`config.mk`:
```
export PLATFORM = sky130hd
export DESIGN_NAME = fplog_div
export DESIGN_NICKNAME = d
export VERILOG_FILES = /design/src/hdl/fplog_pkg.sv /design/src/hdl/fplog_div.sv
export SDC_FILE = /design/constraint.sdc
export NUM_CORES = 2
export LEC_CHECK = 0
export BUFFER_PORTS_ARGS = -buffer_cell sky130_fd_sc_hd__buf_2
export CORE_UTILIZATION = 50
export CTS_CLUSTER_DIAMETER = 30
export CTS_CLUSTER_SIZE = 20
export DETAILED_ROUTE_END_ITERATION = 10
export HOLD_SLACK_MARGIN = 0.02
export PLACE_DENSITY = 0.66
export SYNTH_ARGS = -nofsm -noshare
export SYNTH_HDL_FRONTEND = slang
export SYNTH_SLANG_ARGS = --single-unit
```
`constraint.sdc`:
```
create_clock -name clk -period 8.5 [get_ports clk]
set_input_delay 0 -clock clk [delete_from_list [all_inputs] [get_ports clk]]
set_output_delay 0 -clock clk [all_outputs]
set_load 0.01 [all_outputs]
```
`src/hdl/fplog_pkg.sv`:
```
package fplog_pkg;

  // Internal magnitudes are unsigned Q2.30.
  localparam int QB  = 30;
  // Width of the signed log value before scaling; holds e*ln2 for exponent magnitudes up to 738.
  localparam int LNW = 40;
  // Quotient bits resolved per divider stage, and the number of such stages.
  localparam int DIV_STEP   = 2;
  localparam int DIV_STAGES = QB / DIV_STEP;

  localparam logic [31:0] Q_TWO    = 32'd2147483648;
  localparam logic [31:0] Q_TWO_3  = 32'd715827883;
  localparam logic [31:0] Q_TWO_5  = 32'd429496730;
  localparam logic [31:0] Q_TWO_7  = 32'd306783378;
  localparam logic [31:0] Q_LN2    = 32'd744261117;
  localparam logic [31:0] Q_LOG10E = 32'd466320147;

  typedef enum logic [1:0] {
    ST_OK     = 2'd0,
    ST_DOMAIN = 2'd1,
    ST_RANGE  = 2'd2
  } status_t;

  // Per-word data that rides along the pipeline next to the arithmetic.
  typedef struct packed {
    logic                   ten;
    logic                   spec;
    status_t                status;
    logic signed [LNW-1:0]  eln;
  } side_t;

  // Shift a product back to Q2.30, rounding to nearest with ties up.
  function automatic logic [LNW-1:0] q30_rnd(input logic [71:0] prod);
    logic [71:0] s;
    s = prod + (72'd1 << (QB - 1));
    return s[QB+LNW-1:QB];
  endfunction

endpackage

```
`src/hdl/fplog_div.sv`:
```
module fplog_div (
  input  logic                     clk,
  input  logic                     rst,
  input  logic                     en,
  input  logic                     in_vld,
  input  logic [fplog_pkg::QB:0]   m,
  input  fplog_pkg::side_t         in_side,
  output logic                     out_vld,
  output logic [fplog_pkg::QB-1:0] t,
  output fplog_pkg::side_t         out_side
);

  localparam int NS = fplog_pkg::DIV_STAGES;
  localparam int QB = fplog_pkg::QB;

  logic                  vld  [0:NS];
  logic [31:0]           rem  [0:NS];
  logic [31:0]           dvs  [0:NS];
  logic [QB-1:0]         quo  [0:NS];
  fplog_pkg::side_t      sd   [0:NS];

  // Numerator is (m-1) << 30 and m-1 < m+1, so the remainder starts at m-1.
  always_ff @(posedge clk) begin
    if (rst) vld[0] <= 1'b0;
    else if (en) vld[0] <= in_vld;
  end

  always_ff @(posedge clk) begin
    if (en) begin
      rem[0] <= 32'(m) - (32'd1 << QB);
      dvs[0] <= 32'(m) + (32'd1 << QB);
      quo[0] <= '0;
      sd[0]  <= in_side;
    end
  end

  for (genvar k = 0; k < NS; k++) begin : g_stage
    logic [31:0]                        r_n;
    logic [fplog_pkg::DIV_STEP-1:0]     q_n;

    always_comb begin
      logic [32:0] r2;
      r_n = rem[k];
      q_n = '0;
      for (int j = fplog_pkg::DIV_STEP - 1; j >= 0; j--) begin
        r2 = {r_n, 1'b0};
        if (r2 >= {1'b0, dvs[k]}) begin
          r2     = r2 - {1'b0, dvs[k]};
          q_n[j] = 1'b1;
        end
        r_n = r2[31:0];
      end
    end

    always_ff @(posedge clk) begin
      if (rst) vld[k+1] <= 1'b0;
      else if (en) vld[k+1] <= vld[k];
    end

    always_ff @(posedge clk) begin
      if (en) begin
        rem[k+1] <= r_n;
        dvs[k+1] <= dvs[k];
        quo[k+1] <= {quo[k][QB-fplog_pkg::DIV_STEP-1:0], q_n};
        sd[k+1]  <= sd[k];
      end
    end
  end

  assign out_vld  = vld[NS];
  assign t        = quo[NS];
  assign out_side = sd[NS];

endmodule

```
==> impl_metrics.csv <==
group,metric,value,unit
run_status,status,"finished, final reports clean",
logic_synthesis,async_flop_share,0,
grt,grt_max_degree,202,
cts,clockRootBuffer,"clkbuf_16",
floorplanning,dieArea,0.2313,mm^2
drt,viasPerCell,5.773,
hold_path,hold_path_class,"primary input to flip-flop",
placed_design,place_ws,0.9341,ns
drt,drt_iter0_markers,6048,
logic_synthesis,ys_types,108,
grt,grt_pass1_vias,79270,
cts,cts_hold_buf,155,
drt,routed_wl,289.1,mm
cts,clkSinkCount,1888,
cts,insertion_delay,0.95,ns
sta,setup-tns-final,0,ns
finish,num-fill-cells,18550,
placed_design,io_buffers,153,
grt,grt_pass1_wl,447.0,mm
logic_synthesis,synth_nets,11210,
finish,drive_gt1_frac,0.1337,
sta,slew_viol_final,0,
critical_path,arrival,8.24,ns
placed_design,gp_congestion,0.9500,
logic_synthesis,synth_cells,10170,
logic_synthesis,ys_seq_area_frac,0.4944,
floorplanning,die_w,480.9,um
logic_synthesis,synth_ff_type,"edfxtp_1",
finish,area.sequential,0.05669,mm^2
logic_synthesis,ys_top_cells_by_count,"edfxtp_1, ha_1, a21oi_1",
logic_synthesis,synth.top_cell.area_share,0.4944,
logic_synthesis,yosysMostFrequentCell,"edfxtp_1",
sta,fin_crit_sh,0.8932,
sta,rsz0062_at_grt,"false",
floorplanning,io_pins,154,
cts,cts_setup_buffers,0,
sta,worst_slew_pin_slew,1.169,ns
drt,dr.pass1.iters,6,
sta,period_minus_slack,7.593,ns
job,maxCapViolations,0,
cts,cts-resized-gates,0,
finish,multiInputGateArea,0.05402,mm^2
logic_synthesis,syn_area,0.1147,mm^2
sta,setup_slack,0.9075,ns
sta,finalSetupViolations,0,
logic_synthesis,synth.avg_cell_area,11.28,um^2
drt,via_count,80930,
sta,timing_hold_violations_final,0,
floorplanning,start_util,0.5036,
sta,relSlewSlack,0.2208,
cts,numCtsBuffers,400,
cts,clkSlewWorstSetupHoldPaths,0.05,ns
critical_path,path_class,"flip-flop to flip-flop",
critical_path,worstPathMaxFanout,30,
logic_synthesis,yosys-top-cells-area,"edfxtp_1, ha_1, mux2_2",
sta,skew,0.07130,ns
floorplanning,die_y,480.9,um
drt,drc,0,
cts,cts_tree,"built",
finish,nets,11730,
placed_design,dp_hpwl,216.2,mm
critical_path,crit_path_end_kind,"flip-flop",
hold_path,whs_path_depth,4,
sta,fmax,131.7,MHz
critical_path,required,9.15,ns
logic_synthesis,synth_area_leader_cell,"edfxtp_1",
logic_synthesis,synth_edf_count,1888,
cts,cts_max_level,5,
drt,ant_nets,0,
finish,syn_to_final_growth,16.46,%
grt,antenna_found_initial,3,
logic_synthesis,yosysWarnings,0,
drt,wl_per_cell,20.63,um
grt,grt-ovfl-total,0,
floorplanning,placementRows,175,
critical_path,reg2regPathDepth,24,
cts,clock_path_buffers,4,
logic_synthesis,synth-seq-cells,1888,
grt,grt_use_total,0.2456,
critical_path,cp-start-kind,"flip-flop",
floorplanning,coreArea,0.2277,mm^2
[metrics by stage]
stage | utilization | hold slack, ns | area, um^2 | instances
after floorplan | - | 0.09887 | 114700 | 10170
after global placement | 0.5207 | 0.1776 | 118600 | 13140
after detailed placement | 0.5207 | 0.1781 | 118600 | 13140
after CTS | 0.5865 | 0.1172 | 133600 | 14020
after global routing | 0.5865 | 0.2265 | 133600 | 14020
final | 0.5865 | 0.2402 | 133600 | 14020
[cells by family (layout without fill, tap and decap cells)]
| family | count (synthesis) | count (layout) | share of synthesized area |
|---|---|---|---|
| AOI/OAI and AO/OA | 2808 | 2808 | 0.1583 |
| other | 0 | 2 | 0 |
| DFF | 1888 | 1888 | 0.4944 |
| buffers and inverters | 987 | 1825 | 0.03588 |
| and+or+nand+nor | 2190 | 2190 | 0.09146 |
| xor gates and xnor gates | 777 | 777 | 0.05934 |
| adders and majority gates | 961 | 961 | 0.1058 |
| muxes | 559 | 559 | 0.05489 |
[critical path, stage by stage (launching register included)]
cell	delay [ns]
edfxtp_1	0.42
inv_1	0.16
ha_1	0.26
nor2b_1	0.15
o31a_1	0.30
o41a_1	0.40
a21oi_2	0.32
o211ai_1	0.14
a31oi_1	0.35
o31ai_1	0.20
a41oi_4	0.66
mux2_2	0.43
ha_1	0.38
and3_1	0.20
and3_1	0.18
o311a_1	0.21
nor4_1	0.06
o21ai_1	0.31
o221ai_2	0.21
a2111oi_2	0.44
nor4_1	0.12
nor4_2	0.36
nor3_2	0.10
inv_2	0.52
mux2_2	0.42
[worst paths after layout]
kind	startpoint	endpoint	slack [ns]
worst max-delay path	dvs[1][1]	rem[1][61]	0.91
worst min-delay path	rst	vld[0][7]	0.24
worst max register to register	dvs[1][1]	rem[1][61]	0.91
worst min register to register	quo[4][7]	quo[4][39]	0.37
[flip-flops by register name (all words and copies together), names as in the netlist]
register,cells
dvs,480
quo,240
rem,448
sd,704
vld,16
[metal layers]
layer | track usage | vias up | share of wire
li1 | - | 39260 | -
met1 | 0.3603 | 38650 | 0.48
met2 | 0.3653 | 2461 | 0.43
met3 | 0.03716 | 560 | 0.058
met4 | 0.09333 | 0 | 0.036
met5 | 0 | - | 0
[layout make-up]
class                   instances  share of cell area
diodes                          2          0.00003747
clock buffers                 438             0.07649
clock inverters               287             0.02401
inverters                     730             0.02052
multi-input cells            7295              0.4045
flip-flops and latches       1888              0.4245
well taps                    3009             0.02819
repair buffers                370             0.02179
[layout by cell type (no fill, tap or decap), drive strengths merged, types with 33 or more instances in the layout]
cell / count
edfxtp: 1888
bufinv: 46
a21oi: 803
a31oi: 77
o21bai: 139
ha: 947
o31ai: 68
nand3: 164
mux2: 526
xor2: 255
nand2: 673
nor2b: 94
clkbuf: 438
or3: 43
xnor2: 522
and2: 65
clkinvlp: 46
o211ai: 40
and3: 79
nand4: 122
buf: 215
o21a: 129
dlygate4sd3: 155
nand2b: 115
mux2i: 33
nor4: 50
a21o: 514
inv: 793
o21ai: 599
a211oi: 73
nor2: 542
nor3: 129
clkinv: 132
Power is left out: the tool's default activity adds up to more than one toggle a clock period on the data nets, which glitch-free logic cannot reach.
