--- config.mk ---
export PLATFORM = sky130hd
export DESIGN_NAME = fplog_norm
export DESIGN_NICKNAME = d
export VERILOG_FILES = /design/src/hdl/fplog_pkg.sv /design/src/hdl/fplog_norm.sv
export SDC_FILE = /design/constraint.sdc
export NUM_CORES = 1
export LEC_CHECK = 0
export ABC_AREA = 1
export BUFFER_PORTS_ARGS = -buffer_cell sky130_fd_sc_hd__buf_4
export CAP_MARGIN = 5
export CORE_MARGIN = 2
export CORE_UTILIZATION = 40
export DETAILED_ROUTE_END_ITERATION = 6
export HOLD_SLACK_MARGIN = 0.02
export SLEW_MARGIN = 20
export SYNTH_ARGS = -nofsm -noshare
export SYNTH_HDL_FRONTEND = slang
export SYNTH_SLANG_ARGS = --single-unit
export TNS_END_PERCENT = 1
--- constraint.sdc ---
create_clock -name clk -period 7 [get_ports clk]
set_input_delay 1.4 -clock clk [delete_from_list [all_inputs] [get_ports clk]]
set_output_delay 1.4 -clock clk [all_outputs]
set_load 0.03 [all_outputs]
--- src/hdl/fplog_pkg.sv ---
package fplog_pkg;

  // Internal magnitudes are unsigned Q2.30.
  localparam int QB  = 30;
  // Width of the signed log value before scaling; holds e*ln2 for exponent magnitudes up to 738.
  localparam int LNW = 40;
  // Quotient bits resolved per divider stage, and the number of such stages.
  localparam int DIV_STEP   = 2;
  localparam int DIV_STAGES = QB / DIV_STEP;

  localparam logic [31:0] Q_TWO    = 32'd2147483648;
  localparam logic [31:0] Q_TWO_3  = 32'd715827883;
  localparam logic [31:0] Q_TWO_5  = 32'd429496730;
  localparam logic [31:0] Q_TWO_7  = 32'd306783378;
  localparam logic [31:0] Q_LN2    = 32'd744261117;
  localparam logic [31:0] Q_LOG10E = 32'd466320147;

  typedef enum logic [1:0] {
    ST_OK     = 2'd0,
    ST_DOMAIN = 2'd1,
    ST_RANGE  = 2'd2
  } status_t;

  // Per-word data that rides along the pipeline next to the arithmetic.
  typedef struct packed {
    logic                   ten;
    logic                   spec;
    status_t                status;
    logic signed [LNW-1:0]  eln;
  } side_t;

  // Shift a product back to Q2.30, rounding to nearest with ties up.
  function automatic logic [LNW-1:0] q30_rnd(input logic [71:0] prod);
    logic [71:0] s;
    s = prod + (72'd1 << (QB - 1));
    return s[QB+LNW-1:QB];
  endfunction

endpackage

--- src/hdl/fplog_norm.sv ---
module fplog_norm #(
  parameter int WIDTH     = 32,
  parameter int FRAC_BITS = 16
) (
  input  logic                 clk,
  input  logic                 rst,
  input  logic                 en,
  input  logic                 in_vld,
  input  logic [WIDTH-1:0]     value,
  input  logic                 ten,
  output logic                 out_vld,
  output logic [fplog_pkg::QB:0] m,
  output fplog_pkg::side_t     side
);

  localparam int PW = $clog2(WIDTH);

  logic             a_vld, b_vld;
  logic [WIDTH-1:0] a_x, b_x;
  logic             a_ten, b_ten;
  logic             a_spec, b_spec;
  fplog_pkg::status_t a_st, b_st;
  logic [PW-1:0]    p_next, b_p;
  logic [WIDTH+fplog_pkg::QB-1:0] shifted;
  logic signed [PW+1:0] e;
  logic signed [fplog_pkg::LNW-1:0] eln;
  fplog_pkg::side_t side_next;

  // Position of the leading one.
  always_comb begin
    p_next = '0;
    for (int i = 0; i < WIDTH; i++) begin
      if (a_x[i]) p_next = PW'(i);
    end
  end

  assign shifted = {b_x, {fplog_pkg::QB{1'b0}}} >> b_p;
  assign e = $signed({2'b00, b_p}) - $signed((PW+2)'(FRAC_BITS));
  assign eln = fplog_pkg::LNW'(e) * $signed({8'd0, fplog_pkg::Q_LN2});

  always_comb begin
    side_next.ten    = b_ten;
    side_next.spec   = b_spec;
    side_next.status = b_st;
    side_next.eln    = eln;
  end

  always_ff @(posedge clk) begin
    if (rst) begin
      a_vld   <= 1'b0;
      b_vld   <= 1'b0;
      out_vld <= 1'b0;
    end else if (en) begin
      a_vld   <= in_vld;
      b_vld   <= a_vld;
      out_vld <= b_vld;
    end
  end

  always_ff @(posedge clk) begin
    if (en) begin
      a_x   <= value;
      a_ten <= ten;
      if (value[WIDTH-1]) begin
        a_spec <= 1'b1;
        a_st   <= fplog_pkg::ST_DOMAIN;
      end else if (value == '0) begin
        a_spec <= 1'b1;
        a_st   <= fplog_pkg::ST_RANGE;
      end else begin
        a_spec <= (value == (WIDTH'(1) << FRAC_BITS));
        a_st   <= fplog_pkg::ST_OK;
      end
      b_x    <= a_x;
      b_ten  <= a_ten;
      b_spec <= a_spec;
      b_st   <= a_st;
      b_p    <= p_next;
      m      <= shifted[fplog_pkg::QB:0];
      side   <= side_next;
    end
  end

endmodule

==> run metrics, run 1 <==
share of flip-flops with an asynchronous set or reset after synthesis=0%; max cap viols=0; Max Buffers Root-to-Sink=2; via count of the first global-routing pass=6118; highest achievable clock rate=192 MHz; synthesized instance count=929; type of the most critical hold path=reg2reg; fillers=2106; setup repair after global routing missed its margin=false; flip-flop and latch count after synthesis=152; share of total power in the clock network=28.6%; final worst-path cycle share=74.5%; syn_area_per_cell=9.85 um^2; net switching power figure=1.10 mW; setup violation total in the final timing report=0; number of vias per cell after detailed routing=4.82; number of nets at the end of the flow=1180; Startpoint Class=flop; max-slew headroom at the worst pin=41.3%; Synthesized Nets=1070; Critical Path RT=7180 ps; sequential share of power=37.9%; starting utilization of the core area=40.5%; wire length of the first global-routing pass=30900 um; number of remaining DRC errors=0; TritonCTS Buffers=17; clock net sink count=152; post-CTS sizing=0; number of standard cells in the final layout excluding fillers=1337; PortBufs=112; number of optimization iterations in the first detailed-route pass=5; total length of routed wires=18900 um; CTS hold repair buffers=0; share of final-layout standard cells stronger than drive strength 1=17.0%; Core Footprint=0.0226 mm^2; Setup crit end kind=flop; part of the power in combinational logic=33.5%; slew at the pin with the worst max-slew slack=881 ps; layout overhead on the synthesized area=18.8%; overall die area=0.0241 mm^2; power density over the cells=294 mW/mm^2; aggregate negative setup slack=0 ps; synthesis warning total=0; most common cell after layout, fill and taps aside=nand2_1; leading cell types in the layout, fill and taps excluded=247 x nand2_1, 149 x edfxtp_1, 125 x inv_1; Synth cell types=48; width of the die=155 um; antenna cells=0; cells on worst reg2reg path=27; maximum clock skew at final layout=10.7 ps; EDFF count, synth=149; main flop type after synthesis=edfxtp_1; worst setup path category=reg2reg; TritonCTS clock tree=built; deepest level of the CTS H-tree=4; Worst setup endpoint=side[33]; reg2reg setup slack=1780 ps; arrival time worst endpoint=5390 ps; total via count in the routed design=6442; origin of the worst setup path=b_p[0]; Cell Area, Synth=0.00915 mm^2; antenna violations before repair=0; post-layout min period=5220 ps; clock slew at reported path FFs=60 ps; all-layer global routing usage=16.3%; switching fraction of total power=34.3%; Hold Vio Cnt, Final=0; total I/O pin count=113; Max Fanout on Critical Path=39; Starting DRT DRC Count=367; final antenna-violating net count=0; vertical die dimension=155 um; Post-DP HPWL=14300 um; Avg WL per Cell=14.1 um; part of the Yosys area used for sequential elements=49.5%; standby leakage power=4.98 nW; launch point of the worst reg-to-reg path=b_p[0]; maximum number of pins on one net before global-route repair=99; fin util=48.2%; total setup buffers inserted after CTS=0; total placed cells including tap cells=1305; gr ovfl total=0; Final Max Slew Viols=0; standard-cell row count=55; internal power=2.10 mW; RR Endpoint=side[33]; VDD IR max=0.000164 V; later-pin clock latency in the skew report=430 ps; clock tree root driver cell=clkbuf_16; Placer Congestion=0.883; outcome=completed
[how the worst min path moves through the flow]
| stage | cells past startpoint | end | start | slack [ps] |
|---|---|---|---|---|
| 2_1_floorplan | 0 | b_spec | a_spec | 400 |
| 3_3_place_gp | 0 | b_ten | a_ten | 400 |
| 3_5_place_dp | 0 | side[42] | b_spec | 410 |
| 4_1_cts | 0 | side[42] | b_spec | 420 |
| 5_1_grt | 0 | side[43] | b_ten | 420 |
| 6_report | 0 | side[43] | b_ten | 420 |
[through the flow]
step	power (mW)	worst slack, ps	area, um^2	hold WS (ps)
global placement	2.31	1860	10300	402
floorplan	1.99	1630	9150	400
global route	3.40	1390	10900	425
finish	3.20	1780	10900	422
CTS	3.24	1710	10900	422
detailed placement	2.31	1740	10300	406
[sequential cells by signal, indices dropped and copies added (netlist names)]
signal,cells
side,41
a_x,32
b_x,32
m,31
b_p,5
a_st,2
b_st,2
a_spec,1
a_ten,1
a_vld,1
b_spec,1
b_ten,1
b_vld,1
out_vld,1
[critical path: stages (launching register included)]
cell and delay (ps):
edfxtp_1 330, buf_4 370, inv_1 150, fa_1 600, inv_1 110, ha_1 280
inv_1 80, fa_1 430, inv_1 80, fa_1 420, ha_1 220, inv_1 70
fa_1 190, nand3b_1 130, nand2_2 90, a21oi_4 160, o21ai_2 90, a21boi_2 180
inv_2 60, nand2_2 70, nand2_4 60, a21boi_4 190, o21ai_4 90, a21oi_4 180
o21bai_4 90, nand2_2 60, nand2_2 50, xor2_1 150
[kinds of logic after synthesis]
kind of cell | after synthesis | share of synthesized area (%)
multiplexers | 4 | 0.437
adder cells (fa/ha/maj) | 104 | 15.8
buffers and inverters | 158 | 6.60
XOR/XNOR | 31 | 2.97
AND/OR/NAND/NOR | 354 | 16.0
AO/OA/AOI/OAI | 126 | 8.68
flip-flops | 152 | 49.5
[cell usage after synthesis (7+ instances only)]
cell / n / area share, %
edfxtp_1: 149 / 49
nor2_1: 44 / 1.8
o211ai_1: 9 / 0.74
xor2_1: 21 / 2.0
xnor2_1: 10 / 0.96
ha_1: 85 / 12
fa_1: 19 / 4.2
nor4_1: 7 / 0.48
nand2_2: 8 / 0.55
nand2_1: 247 / 10
clkbuf_1: 26 / 1.1
inv_1: 125 / 5.1
nand3_1: 30 / 1.6
o21ai_0: 61 / 3.3
a21oi_1: 28 / 1.5
[area by class of cell]
cell class	instances	area (um^2)	area share [%]
Inverter	128	480	4.42
Tap cell	285	357	3.28
Multi-Input combinational cell	619	4010	36.9
Timing Repair Buffer	121	912	8.39
Clock buffer	18	429	3.95
Sequential cell	152	4530	41.7
Clock inverter	14	150	1.38
[per-layer routing]
layer | wire (um) | GRT usage (%) | vias to the layer above | part of all wire [%]
met2 | 8670 | 25.9 | 130 | 46
met1 | 9260 | 22.8 | 2973 | 49
met3 | 716 | 3.29 | 14 | 3.8
met5 | 0 | 0 | - | 0
li1 | - | - | 3325 | -
met4 | 209 | 4.33 | 0 | 1.1
[power by group through the flow]
| stage | clock network [mW] | logic, mW | registers, mW |
|---|---|---|---|
| floorplan | 0 | 0.588 | 1.40 |
| global placement | 0 | 1.08 | 1.23 |
| detailed placement | 0 | 1.08 | 1.24 |
| CTS | 0.938 | 1.08 | 1.22 |
| global route | 0.977 | 1.20 | 1.23 |
| finish | 0.915 | 1.07 | 1.21 |
Note: power is estimated with default switching activity, not from simulation.
==> inputs of run 2 (changes only) <==
clock period = 5.1 ns   (was 7 ns; I/O delays follow)
==> run 2 against run 1 <==
Clock skew barely moved. Critical endpoint unchanged. Critical path depth fell by 1. Combinational power rose by 38%. Via count rose by 1.4%. Register-to-register slack got worse by 1400 ps. Final cell count rose by 0.30%. Largest power group unchanged.
==> run metrics, run 2 (synthesis gave the netlist of run 1 again) <==
Final Max Slew Viols=0; CTS hold repair buffers=0; register ranked first by flip-flop count=side; part of the power in combinational logic=33.8%; launch point of the worst reg-to-reg path=b_p[1]; deepest level of the CTS H-tree=4; TritonCTS Buffers=17; number of vias per cell after detailed routing=4.87; clock slew at reported path FFs=60 ps; type of the most critical hold path=reg2reg; maximum number of pins on one net before global-route repair=80; number of stages on the worst hold path=0; wire length of the first global-routing pass=31200 um; post-layout min period=4740 ps; setup violation total in the final timing report=0; total setup buffers inserted after CTS=0; number of remaining DRC errors=0; vertical die dimension=155 um; max cap viols=0; Placer Congestion=0.855; Avg WL per Cell=14.1 um; PortBufs=112; CP delay by family, top=adder cells; Max Buffers Root-to-Sink=2; worst setup path category=reg2reg; internal power=2.85 mW; power density over the cells=402 mW/mm^2; total I/O pin count=113; most common cell after layout, fill and taps aside=nand2_1; GRT Max-Usage Layer=met2; post-CTS sizing=0; highest achievable clock rate=211 MHz; final antenna-violating net count=0; aggregate negative setup slack=0 ps; fin util=48.3%; share of final-layout standard cells stronger than drive strength 1=17.6%; number of nets at the end of the flow=1184; sum of buffers and inverters on the critical path=6; standby leakage power=5.00 nW; antenna cells=0; TritonCTS clock tree=built; number of flip-flops in the largest register=41; reg2reg setup slack=360 ps; number of optimization iterations in the first detailed-route pass=5; gr ovfl total=0; Critical Path RT=5280 ps; setup repair after global routing missed its margin=false; top flop regs=side (41), a_x (32), b_x (32); net switching power figure=1.53 mW; sequential share of power=38.1%; Startpoint Class=flop; Setup crit end kind=flop; GR Layer Usage met2=26.3%; fraction of met3 tracks used by global routing=3.18%; outcome=completed; Hold Vio Cnt, Final=0; standard-cell row count=55; share of total power in the clock network=28.1%; final worst-path cycle share=92.9%; via count of the first global-routing pass=6323; arrival time worst endpoint=4920 ps; cell at the slowest stage of the critical path=fa_1; maximum clock skew at final layout=11.0 ps; VDD IR max=0.000227 V; Post-DP HPWL=14400 um; width of the die=155 um; total power=4.38 mW; antenna violations before repair=0; later-pin clock latency in the skew report=430 ps; layout overhead on the synthesized area=19.1%; clock net sink count=152; total length of routed wires=18900 um; clock tree root driver cell=clkbuf_16; hold path startpoint=b_st[1]; all-layer global routing usage=16.4%; slew at the pin with the worst max-slew slack=711 ps; overall die area=0.0241 mm^2; Core Footprint=0.0226 mm^2; starting utilization of the core area=40.5%; RR Endpoint=side[33]; hold-critical path endpoint=side[41]; Max Fanout on Critical Path=4; max-slew headroom at the worst pin=52.6%; leading cell types in the layout, fill and taps excluded=247 x nand2_1, 149 x edfxtp_1, 124 x inv_1, 124 x buf_4, 85 x ha_1; stage delay of the slowest cell on the critical path=510 ps; cells on worst reg2reg path=26; total via count in the routed design=6533; met1 usage in global routing=22.6%; switching fraction of total power=35.0%; Starting DRT DRC Count=335
-- run 2: worst max-delay path by stage --
stage,from,to,slack (ps),cells past startpoint
floorplan,b_p[0],side[33],1,28
finish,b_p[1],side[33],360,26
global placement,b_p[0],side[33],440,26
global route,b_p[2],side[27],80,24
detailed placement,b_p[1],side[33],360,26
CTS,b_p[1],side[33],320,26
-- run 2: power groups by stage --
stage	clock, mW	sequential, mW	combinational (mW)
final	1.23	1.67	1.48
after CTS	1.27	1.67	1.50
after detailed placement	0	1.70	1.48
after floorplan	0	1.93	0.809
after global placement	0	1.70	1.48
after global routing	1.32	1.69	1.65
-- run 2: area by class of cell --
class / count / area [um^2]
clock buffers: 17 / 425
clock inverters: 15 / 143
fillers: 2140 / 11700
inverters: 128 / 482
multi-input cells: 619 / 4010
flip-flops and latches: 152 / 4530
well taps: 285 / 357
repair buffers: 125 / 942
-- run 2: worst reg2reg max path, stage by stage (launching register included) --
cell,delay [ps]
edfxtp_1,400
inv_2,90
fa_1,450
inv_1,160
ha_1,170
inv_1,70
fa_1,480
inv_1,50
fa_1,510
ha_1,170
inv_1,60
fa_1,390
nand3b_1,180
nand2_2,110
a21oi_4,70
o21ai_2,170
a21boi_2,100
inv_2,70
nand2_2,60
nand2_4,80
a21boi_4,70
o21ai_4,170
a21oi_4,90
o21bai_4,160
nand2_2,60
nand2_2,60
xor2_1,60
-- run 2: metrics by stage --
step | hold slack (ps) | instance area [um^2] | worst slack (ps) | instances
after global placement | 403 | 10300 | 441 | 1309
after detailed placement | 407 | 10300 | 362 | 1309
after global routing | 424 | 10900 | 82.4 | 1341
final | 420 | 10900 | 364 | 1341
after floorplan | 400 | 9170 | 1.00 | 929
after CTS | 423 | 10900 | 322 | 1341
-- run 2: layer usage --
layer,vias up,share of wire (%),wire [um]
met4,0,1.3,242
met3,19,4.3,814
met5,-,0,0
met2,150,47,8950
met1,3026,47,8940
li1,3338,-,-
==> inputs of run 3 (changes only) <==
CORE_MARGIN = unset   (was 2)
==> run 3 against run 2 <==
Core utilization is 1.0 points higher. Wire length fell by 2.9%. Sequential power is essentially flat. Largest cell class unchanged. Largest power group unchanged.
==> run metrics, run 3 (synthesis gave the netlist of run 1 again) <==
outcome=completed; Startpoint Class=flop; total power=4.44 mW; leading cell types in the layout, fill and taps excluded=247 x nand2_1, 149 x edfxtp_1, 124 x inv_1, 124 x buf_4, 85 x ha_1; slew at the pin with the worst max-slew slack=775 ps; setup violation total in the final timing report=0; number of optimization iterations in the first detailed-route pass=7; register ranked first by flip-flop count=side; Placed Instance Area=0.0103 mm^2; Placer Congestion=0.828; clock slew at reported path FFs=60 ps; hold-critical path endpoint=b_st[1]; post-CTS sizing=0; number of flip-flops in the largest register=41; VDD IR max=0.000217 V; via count of the first global-routing pass=6032; number of remaining DRC errors=0; CTS hold repair buffers=0; Crit path top cell by count=inv_1; Max Buffers Root-to-Sink=2; total via count in the routed design=6478; deepest level of the CTS H-tree=4; gr ovfl total=0; wire length of the first global-routing pass=30400 um; arrival time worst endpoint=4930 ps; final worst-path cycle share=93.3%; width of the die=153 um; number of standard cells in the final layout excluding fillers=1336; type of the most critical hold path=reg2reg; total placed cells including tap cells=1304; number of vias per cell after detailed routing=4.85; Hold Vio Cnt, Final=0; stage delay of the slowest cell on the critical path=590 ps; launch point of the worst reg-to-reg path=b_p[0]; aggregate negative setup slack=0 ps; later-pin clock latency in the skew report=430 ps; Setup crit end kind=flop; summed area of non-filler cells in the final layout=0.0109 mm^2; Final Max Slew Viols=0; clock tree root driver cell=clkbuf_16; cell at the slowest stage of the critical path=fa_1; all-layer global routing usage=16.3%; max-slew headroom at the worst pin=48.3%; hold_ws=418 ps; worst setup slack after layout=340 ps; fin util=49.3%; max cap viols=0; RR Endpoint=side[33]; maximum clock skew at final layout=10.3 ps; Post-Place Worst Slack=333 ps; clock net sink count=152; TritonCTS Buffers=17; power density over the cells=406 mW/mm^2; Avg WL per Cell=13.8 um; vertical die dimension=153 um; layout overhead on the synthesized area=19.4%; number of stages on the worst hold path=0; setup repair after global routing missed its margin=false; worst setup path category=reg2reg; Max Fanout on Critical Path=4; antenna violations before repair=0; Post-DP HPWL=14000 um; TritonCTS clock tree=built; total length of routed wires=18400 um; Starting DRT DRC Count=362; PortBufs=112; post-layout min period=4760 ps; most common cell after layout, fill and taps aside=nand2_1; maximum number of pins on one net before global-route repair=87; Core Footprint=0.0222 mm^2; highest achievable clock rate=210 MHz; overall die area=0.0235 mm^2; top flop regs=side (41), a_x (32), b_x (32); total setup buffers inserted after CTS=0; standard-cell row count=54; hold path startpoint=a_st[1]; total I/O pin count=113; number of nets at the end of the flow=1184; share of final-layout standard cells stronger than drive strength 1=17.5%; final antenna-violating net count=0; standby leakage power=5.02 nW; cells on worst reg2reg path=26; starting utilization of the core area=41.3%; Critical Path RT=5270 ps; reg2reg setup slack=340 ps; antenna cells=0
==> run 3: cell count changes in the layout (fill, tap and decap cells not counted) <==
cell,previous run,this run
clkinv_1,2,3
inv_8,2,1
clkinvlp_4,4,1
bufinv_16,1,3
clkinv_4,1,5
clkinv_2,1,2
inv_6,5,1
==> run 3: worst max-delay path: cells and delay by family (launching register included) <==
family,cells,cell delay (ps)
buf+inv,6,470
simple gates,6,440
compound gates,7,980
xor+xnor,1,150
flops,1,340
fa+ha+maj,6,2130
==> run 3: layout make-up <==
type / instances / area (um^2)
timing repair buffer: 125 / 942
clock inverter: 15 / 178
fill: 2051 / 11200
sequential: 152 / 4530
tap: 280 / 350
multi-input combinational: 619 / 4010
clock buffer: 17 / 425
inverter: 128 / 482
==> run 3: where the power goes <==
part | total (mW) | switching (mW) | leakage, nW | internal (mW)
logic | 1.47 | 0.911 | 3.25 | 0.555
registers | 1.67 | 0.0597 | 1.48 | 1.61
clock network | 1.31 | 0.533 | 0.292 | 0.772
total | 4.44 | 1.50 | 5.02 | 2.94
==> run 3: how the worst max path moves through the flow <==
stage / start / endpoint / slack, ps / cells after the start
after floorplan: b_p[0] / side[33] / 1 / 28
after global placement: b_p[1] / side[33] / 440 / 26
after detailed placement: b_p[0] / side[33] / 330 / 26
after CTS: b_p[0] / side[33] / 320 / 26
after global routing: b_p[0] / side[33] / 60 / 26
final: b_p[0] / side[33] / 340 / 26
==> run 3: per-layer routing <==
metal / GRT usage, % / wire length [um] / vias to the layer above
met1: 22.6 / 8820 / 2970
met2: 26.3 / 8640 / 149
li1: - / - / 3345
met4: 5.05 / 199 / 0
met3: 2.50 / 736 / 14
met5: 0 / 0 / -
